[src/design/atm_pkg.sv]
// Package for the address/type memo table: table geometry, hash constant,
// codes and the state machine type. No dependencies.
package atm_pkg;

  // Table geometry. TABLE_SLOTS must be a power of two.
  localparam int unsigned TABLE_SLOTS = 4096;
  localparam int unsigned SLOT_W      = $clog2(TABLE_SLOTS);
  localparam int unsigned CNT_W       = SLOT_W + 1;
  localparam int unsigned HALF_SLOTS  = TABLE_SLOTS / 2;
  // Live slots sit in the lower half of each memory, the survivor list of
  // a forget in the upper half.
  localparam int unsigned MEM_DEPTH   = 2 * TABLE_SLOTS;
  localparam int unsigned MEM_AW      = SLOT_W + 1;

  localparam logic [31:0] HASH_MULT = 32'h9E3779B1;

  typedef enum logic [1:0] {
    MODE_PROBE  = 2'd0,
    MODE_STORE  = 2'd1,
    MODE_FORGET = 2'd2,
    MODE_CLEAR  = 2'd3
  } mode_e;

  typedef enum logic [1:0] {
    STATUS_DONE   = 2'd0,
    STATUS_FULL   = 2'd1,
    STATUS_WEDGED = 2'd2,
    STATUS_NULL   = 2'd3
  } status_e;

  // Where a clearing sweep continues.
  typedef enum logic [1:0] {
    AFTER_IDLE,
    AFTER_RESP,
    AFTER_REINS
  } after_e;

  typedef enum logic [3:0] {
    ST_IDLE,
    ST_HASH,
    ST_PRD,
    ST_PCHK,
    ST_FRD,
    ST_FSCAN,
    ST_CLR,
    ST_RRD,
    ST_RLOAD,
    ST_RESP
  } state_e;

  // Key word of one slot.
  typedef struct packed {
    logic        valid;
    logic [31:0] addr;
    logic [8:0]  ktype;
  } key_ent_t;

endpackage

[src/design/atm_hash.sv]
// Home slot hash of the memo table, registered at its output.
// Depends on atm_pkg.
module atm_hash (
  input  logic        clk_i,
  input  logic [31:0] addr_i,
  input  logic [8:0]  ktype_i,
  output logic [atm_pkg::SLOT_W-1:0] home_o
);
  import atm_pkg::*;

  logic [31:0] prod;
  logic [31:0] mix;
  logic [SLOT_W-1:0] home_q;

  // Multiply by the golden-ratio constant, fold the upper half down, mask.
  always_comb begin
    prod = 32'(32'(ktype_i) * HASH_MULT);
    mix  = addr_i ^ prod;
    mix  = mix ^ (mix >> 16);
  end

  always_ff @(posedge clk_i) begin
    home_q <= mix[SLOT_W-1:0];
  end

  assign home_o = home_q;

endmodule

[config.mk]
export PLATFORM = sky130hd
export DESIGN_NAME = atm_hash
export DESIGN_NICKNAME = d
export VERILOG_FILES = /design/src/design/atm_pkg.sv /design/src/design/atm_hash.sv
export SDC_FILE = /design/constraint.sdc
export NUM_CORES = 1
export LEC_CHECK = 0
export ABC_AREA = 0
export CORE_MARGIN = 2
export CORE_UTILIZATION = 46
export CTS_CLUSTER_SIZE = 8
export DETAILED_ROUTE_END_ITERATION = 10
export DONT_BUFFER_PORTS = 1
export PLACE_DENSITY = 0.75
export SLEW_MARGIN = 20
export SYNTH_ARGS = -nofsm -noshare
export SYNTH_HDL_FRONTEND = slang
export SYNTH_SLANG_ARGS = --single-unit
[constraint.sdc]
create_clock -name clk_i -period 4.3 [get_ports clk_i]
set_input_delay 0.86 -clock clk_i [delete_from_list [all_inputs] [get_ports clk_i]]
set_output_delay 0.86 -clock clk_i [all_outputs]
set_load 0.05 [all_outputs]
Word level (Yosys, flattened, before mapping)
Index checks and enable logic that the tools add are counted.

storage, ports and cells
  output and inout bits = 12
  memory bits (writable) = 0
  register bits = 12
  bits in read-only memories = 0
  bits in latches = 0
  input port bits = 42
  memories kept = 0
  word-level logic and storage cells = 4

cells by class
  eq/ne operators = 0
  mux-type cells = 0
  reductions and logical operators = 0
  bitwise gates (word level) = 2
  add/sub/neg operators = 0
  magnitude comparators = 0
  shift operators = 0
  multiply operators = 1
  divide/modulo/power cells = 0

operators by type and width
  kind                                                                  number
  9-bit by 32-bit multiplier with 28-bit output, second input constant  1
  28-bit bitwise XOR                                                    1
  12-bit bitwise XOR                                                    1

Longest topological paths before layout
Gate-level depths: netlist of run 1.

  depth in word-level cells = 3
  mapped depth = 16
  mapped depth without buffers = 16

Least setup slack after synthesis of run 1
OpenSTA, ideal clock, no wires.

  kind = input port to flip-flop
  start point = in ktype_i[6]
  end point = reg home_q[8], in the netlist home_o[8]
  data required time = 4.180 ns
  arrival time = 4.528 ns
  stages on the path = 13
  library setup time = 0.120 ns
  path buffers = 0
  slack = -0.348 ns
  cell sequence = fa_1 fa_1 fa_1 inv_1 fa_1 inv_1 ha_1 a21oi_1 o21ai_0 a21o_1 a2111oi_0 a21oi_1 xnor2_1

between the ends
  word-level cells in the longest chain between the ends = 3

RTL lines
  element                                        RTL line        source
  from (decl)                                    atm_hash.sv:6   input logic [8:0] ktype_i,
  9-bit by 32-bit multiplier with 28-bit output  atm_hash.sv:17  prod = 32'(32'(ktype_i) * HASH_MULT);
  28-bit bitwise XOR                             atm_hash.sv:18  mix = addr_i ^ prod;
  12-bit bitwise XOR                             atm_hash.sv:19  mix = mix ^ (mix >> 16);
  via mix[8]                                     atm_hash.sv:12  logic [31:0] mix;
  to (signal assigned)                           atm_hash.sv:23  home_q <= mix[SLOT_W-1:0];
  to (decl)                                      atm_hash.sv:13  logic [SLOT_W-1:0] home_q;

The timed path passes the listed nets, and every way through them passes these cells.

Worst setup path in the final report of run 1
  start point = in ktype_i[2]
  end point = reg home_q[4], in the netlist home_o[4]

The elaborated chain is that of the path after synthesis.

==> results of run 1 <==
==> per-layer routing <==
layer / vias to the layer above / wire length [microns]
met5: - / 0
li1: 1457 / -
met4: 0 / 361
met1: 1502 / 3970
met2: 88 / 5100
met3: 30 / 435
==> metrics by stage <==
step	std cells	utilization, %	setup WS [ps]
floorplan	414	-	-186
global placement	592	56.0	-361
detailed placement	592	56.0	-438
CTS	596	57.2	-140
global route	601	60.6	-242
finish	601	60.6	-133
==> logic make-up after synthesis <==
family                     Yosys count  synth area share [%]
buffers and inverters              125                  12.3
DFF                                 12                  6.30
and+or+nand+nor                     45                  6.37
xor gates and xnor gates            56                  13.2
adders and majority gates          121                  51.3
AOI/OAI and AO/OA                   55                  10.4
==> layout make-up <==
class	count	area, sq um
inverter	125	469
tap	105	131
fill	616	3200
sequential	12	240
multi-input combinational	277	3440
timing repair buffer	78	597
clock buffer	4	55.1
==> what timing repair did <==
item,CTS,global route
setup buffers,0,5
endpoints found under the setup margin,10,11
gates resized for setup,10,49
pin swaps,3,22
cloned,0,0
==> worst max path at each step <==
stage,end,slack (ps),depth (start not counted)
floorplan,home_o[4],-190,13
global placement,home_o[8],-360,16
finish,home_o[4],-130,13
global route,home_o[10],-240,15
CTS,home_o[8],-140,16
detailed placement,home_o[8],-440,16
==> placed cells by master, fill, tap and decap left out, types with 3 or more instances in the layout <==
master,Yosys,layout
a21o_1,6,6
a21oi_1,13,7
a21oi_2,0,5
buf_4,0,75
buf_6,0,3
clkbuf_8,0,4
dfxtp_1,12,12
fa_1,59,56
fa_2,0,3
ha_1,62,47
ha_2,0,3
ha_4,0,12
inv_1,125,115
inv_2,0,10
nand2_1,15,14
nor2_1,6,5
o21a_1,4,4
o21ai_0,12,4
o21ai_1,0,6
xnor2_1,47,46
xor2_1,8,8
==> results.md, run 1 <==
- CTS Hold Bufs: 0
- Crit path capture type: flip-flop
- Tot GR Track Use: 22.3%
- Busiest layer in global routing: met2
- Syn Area/Cell: 9.21 sq um
- Count leader, synth: inv_1
- Hold Fails Final Rpt: 0
- Post-synth EDFFs: 0
- Async S/R FF share, synth: 0%
- Min-Delay Startpoint: addr_i[0]
- Remaining antenna violation count: 0
- Critical Path Max Stage Delay: 620 ps
- Initial Util: between 40% and 50%
- DIE HEIGHT: approximately 95 microns
- Cell count after synthesis: a little over 400
- Die Area: 9030 sq um
- Slew Viols, Final: 0
- Synth cell count leaders: inv_1, ha_1, fa_1, xnor2_1, nand2_1
- I/O pin count: 54
- Drc violations: 0
- Seq cells post-synth: 12
- CP arrival: 4600 ps
- Number of flip-flops under the largest register name: 12
- CP Cell Sequence: fa_2 > inv_2 > fa_1 > fa_2 > fa_1 > inv_2 > ha_4 > a211o_1 > o32ai_2 > a31oi_2 > a31o_4 > and3b_1 > nor3_1
- Unrepaired setup endpoints after global routing: yes
- Ant diodes: 0
- Pin count of the biggest net entering global routing: 9
- Syn_nets: 577
- Yosys top cell by area: fa_1
- Yosys top cell area share: 31.0%
- Synth area leaders: fa_1, ha_1, inv_1
- Clock sinks: 12
- Iteration-0 DRC Markers: 105
- Initial antenna violation count: 0
- Global routing usage on met3: under 10%
- First-pass GRT wire length: about 15000 microns
- Worst path bufs/invs: 2
- Tcrit/Tclk final: 103%
- Ys flop type: dfxtp_1
- Required time of the critical path: between 4000 and 5000 ps
- Register area share after synthesis: 6.30%
- Vias in the first global route: around 3300
- Routed len/inst: 16.4 microns
- WS Path Type: in2reg
- DP HPWL: 8250 microns
- Critical Path Fanout Max: 6
- Layout cell share with drive strength beyond 1: roughly 29%
- Violated checks: negative setup slack
- Post-Syn Area: 3810 sq um
- Distinct cells, synth: 48
- Fin nets: 660
- CTS tree: yes
- Maxcap violations: 0
- Worst setup SP type: input port
- I/O Buffers: 0
- Worst slew pin tran: around 480 ps
- Relative max-transition margin: between 60% and 70%
- Yosys warnings: 0
- Rows: 33
- Hold Path Depth: 3
- Post-Route WL: 9870 microns
- Fin Hold WS: 948 ps
- Post-route setup slack: -133 ps
- Met1 Use GR: between 20% and 30%
- Critical-path top delay cell: fa_2
- Fin crit period: roughly 4400 ps
- CTS Root Cell: clkbuf_8
- Num CTS Buffers: 3
- Status: complete, but fails checks
- FMAX: 0.226 GHz
- Total gr overflow: 0
- H-tree depth: 1
- DRT Pass-1 Iters: 4
- Worst setup startpoint: ktype_i[2]
- Final setup vio count: 10
- Vias per cell: 5.12
- GPL Wtd Cong: about 0.97
- Final instance area: 4930 sq um
- Routed via count: 3077
- Final setup TNS: -701 ps
- Maximum root-to-sink buffer count: 2
- Clk slew on worst S/H paths: approximately 60 ps
- HP Class: in2reg
- Area grow syn2layout: 29.4%
- Core area: just over 8000 sq um
- Worst Hold Path EP: home_o[0]
- Chip width: 95.0 microns
- Placed Instance Area: between 4000 and 5000 sq um
- Crit-path leading delay family: adder cells
- Met2 Use GR: 41.8%
Power of run 1 is left out: the tool's default activity adds up to more than one toggle a clock period on the data nets, which glitch-free logic cannot reach.
==> run 2: changes to the inputs <==
--- a/config.mk
+++ b/config.mk
@@ -6,12 +6,14 @@
 export NUM_CORES = 1
 export LEC_CHECK = 0
 export ABC_AREA = 0
+export CAP_MARGIN = 20
 export CORE_MARGIN = 2
 export CORE_UTILIZATION = 46
 export CTS_CLUSTER_SIZE = 8
 export DETAILED_ROUTE_END_ITERATION = 10
 export DONT_BUFFER_PORTS = 1
 export PLACE_DENSITY = 0.75
+export SKIP_LAST_GASP = 1
 export SLEW_MARGIN = 20
 export SYNTH_ARGS = -nofsm -noshare
 export SYNTH_HDL_FRONTEND = slang
==> results.md, run 2 (same netlist as run 1, synthesis figures left out) <==
- Area of the multi-input gates: 3410 sq um (-0.84%)
- CTS tree: yes
- Worst slew pin tran: 480 ps (-2.72 ps)
- Clock sinks: 12 (unchanged)
- Fin crit period: 4430 ps (-1.00 ps)
- CTS Hold Bufs: 0 (unchanged)
- Crit path capture type: flip-flop
- Hold Fails Final Rpt: 0 (unchanged)
- Num CTS Buffers: 3 (unchanged)
- Tot GR Track Use: 22.3% (unchanged)
- FMAX: 0.226 GHz (about the same)
- Number of flip-flops under the largest register name: 12 (unchanged)
- CTS Root Cell: clkbuf_8
- Violated checks: negative setup slack
- Unrepaired setup endpoints after global routing: yes
- Fillers: 620 (+0.65%)
- Final setup vio count: 10 (unchanged)
- Status: complete, but fails checks
- Tcrit/Tclk final: 103% (about the same)
- Area grow syn2layout: 28.6%
- Critical Path Fanout Max: 6 (unchanged)
- Ant diodes: 0 (unchanged)
- Chip width: 95.0 microns (unchanged)
- Most frequent cells in the layout: inv_1, buf_4, fa_1
- Clk slew on worst S/H paths: 60 ps (about the same)
- Remaining antenna violation count: 0 (unchanged)
- CP arrival: 4600 ps (about the same)
- Vias in the first global route: 3315 (unchanged)
- Rows: 33 (unchanged)
- DRT Pass-1 Iters: 4 (unchanged)
- Vias per cell: 5.10 (-0.36%)
- Post-Route WL: 9840 microns (-0.37%)
- WS Path Type: in2reg
- Commonest non-fill, non-tap cell in the layout: inv_1
- Drc violations: 0 (unchanged)
- First-pass GRT wire length: 15300 microns (unchanged)
- Fin nets: 660 (unchanged)
- Total gr overflow: 0 (unchanged)
- HP Class: in2reg
- Routed len/inst: 16.4 microns (-0.37%)
- Routed via count: 3066 (-0.36%)
- Iteration-0 DRC Markers: 129 (+23%)
- Maxcap violations: 0 (unchanged)
- Layout cell share with drive strength beyond 1: 28.0% (-0.60 points)
- Initial Util: 46.9% (unchanged)
- Final instance area: 4900 sq um (-0.58%)
- Hold Path Depth: 3 (unchanged)
- Die Area: 9030 sq um (unchanged)
- Register area: 240 sq um (unchanged)
- GPL Wtd Cong: 0.965 (unchanged)
- I/O Buffers: 0 (unchanged)
- Pin count of the biggest net entering global routing: 9 (unchanged)
- Required time of the critical path: 4470 ps (about the same)
- Post-route setup slack: -132 ps (+1.00 ps)
- Maximum root-to-sink buffer count: 2 (unchanged)
- I/O pin count: 54 (unchanged)
- Slew Viols, Final: 0 (unchanged)
- DIE HEIGHT: 95.0 microns (unchanged)
- H-tree depth: 1 (unchanged)
- Placed Instance Area: 4560 sq um (unchanged)
- Relative max-transition margin: 68.0% (+0.18 points)
- Core area: 8130 sq um (unchanged)
- DP HPWL: 8250 microns (unchanged)
- Worst setup SP type: input port
- Initial antenna violation count: 0 (unchanged)
[run 2: timing repair]
item	CTS	global route
setup buffers	0	5
pin swaps	3	21
setup endpoints to repair	10	11
gates resized for setup	10	43
[run 2: layer usage]
metal / part of all wire, % / track usage, % / vias to the layer above
li1: - / - / 1457
met1: 40 / 25.9 / 1501
met2: 52 / 41.8 / 79
met3: 4.2 / 2.85 / 29
met4: 3.8 / 7.61 / 0
met5: 0 / 0 / -
[run 2: worst paths after layout]
kind	start	end	slack [ps]
max	ktype_i[2]	home_o[4]	-130
min	addr_i[0]	home_o[0]	950
[run 2: worst max-delay path, cell delays in order]
cell and delay (ps):
fa_2 620, inv_2 50, fa_1 540, fa_2 460, fa_1 510, inv_2 50, ha_4 210, a211o_1 340
o32ai_2 240, a31oi_2 90, a31o_4 290, and3b_1 160, nor3_1 160
[run 2: final cells by class]
cell class              count  area share (%)
multi-input cells         277            69.6
repair buffers             78            12.2
inverters                 125            9.57
flip-flops and latches     12            4.90
well taps                 105            2.68
clock buffers               4            1.12
[run 2: stage by stage]
| step | hold slack (ps) | util [%] | setup slack [ps] | TNS [ps] | std cells |
|---|---|---|---|---|---|
| floorplan | 1170 | - | -186 | -1090 | 414 |
| global placement | 1190 | 56.0 | -361 | -3050 | 592 |
| detailed placement | 1200 | 56.0 | -438 | -3770 | 592 |
| CTS | 954 | 57.2 | -140 | -797 | 596 |
| global route | 965 | 60.3 | -254 | -1930 | 601 |
| finish | 947 | 60.3 | -132 | -811 | 601 |
Power of run 2 is left out for the same reason.
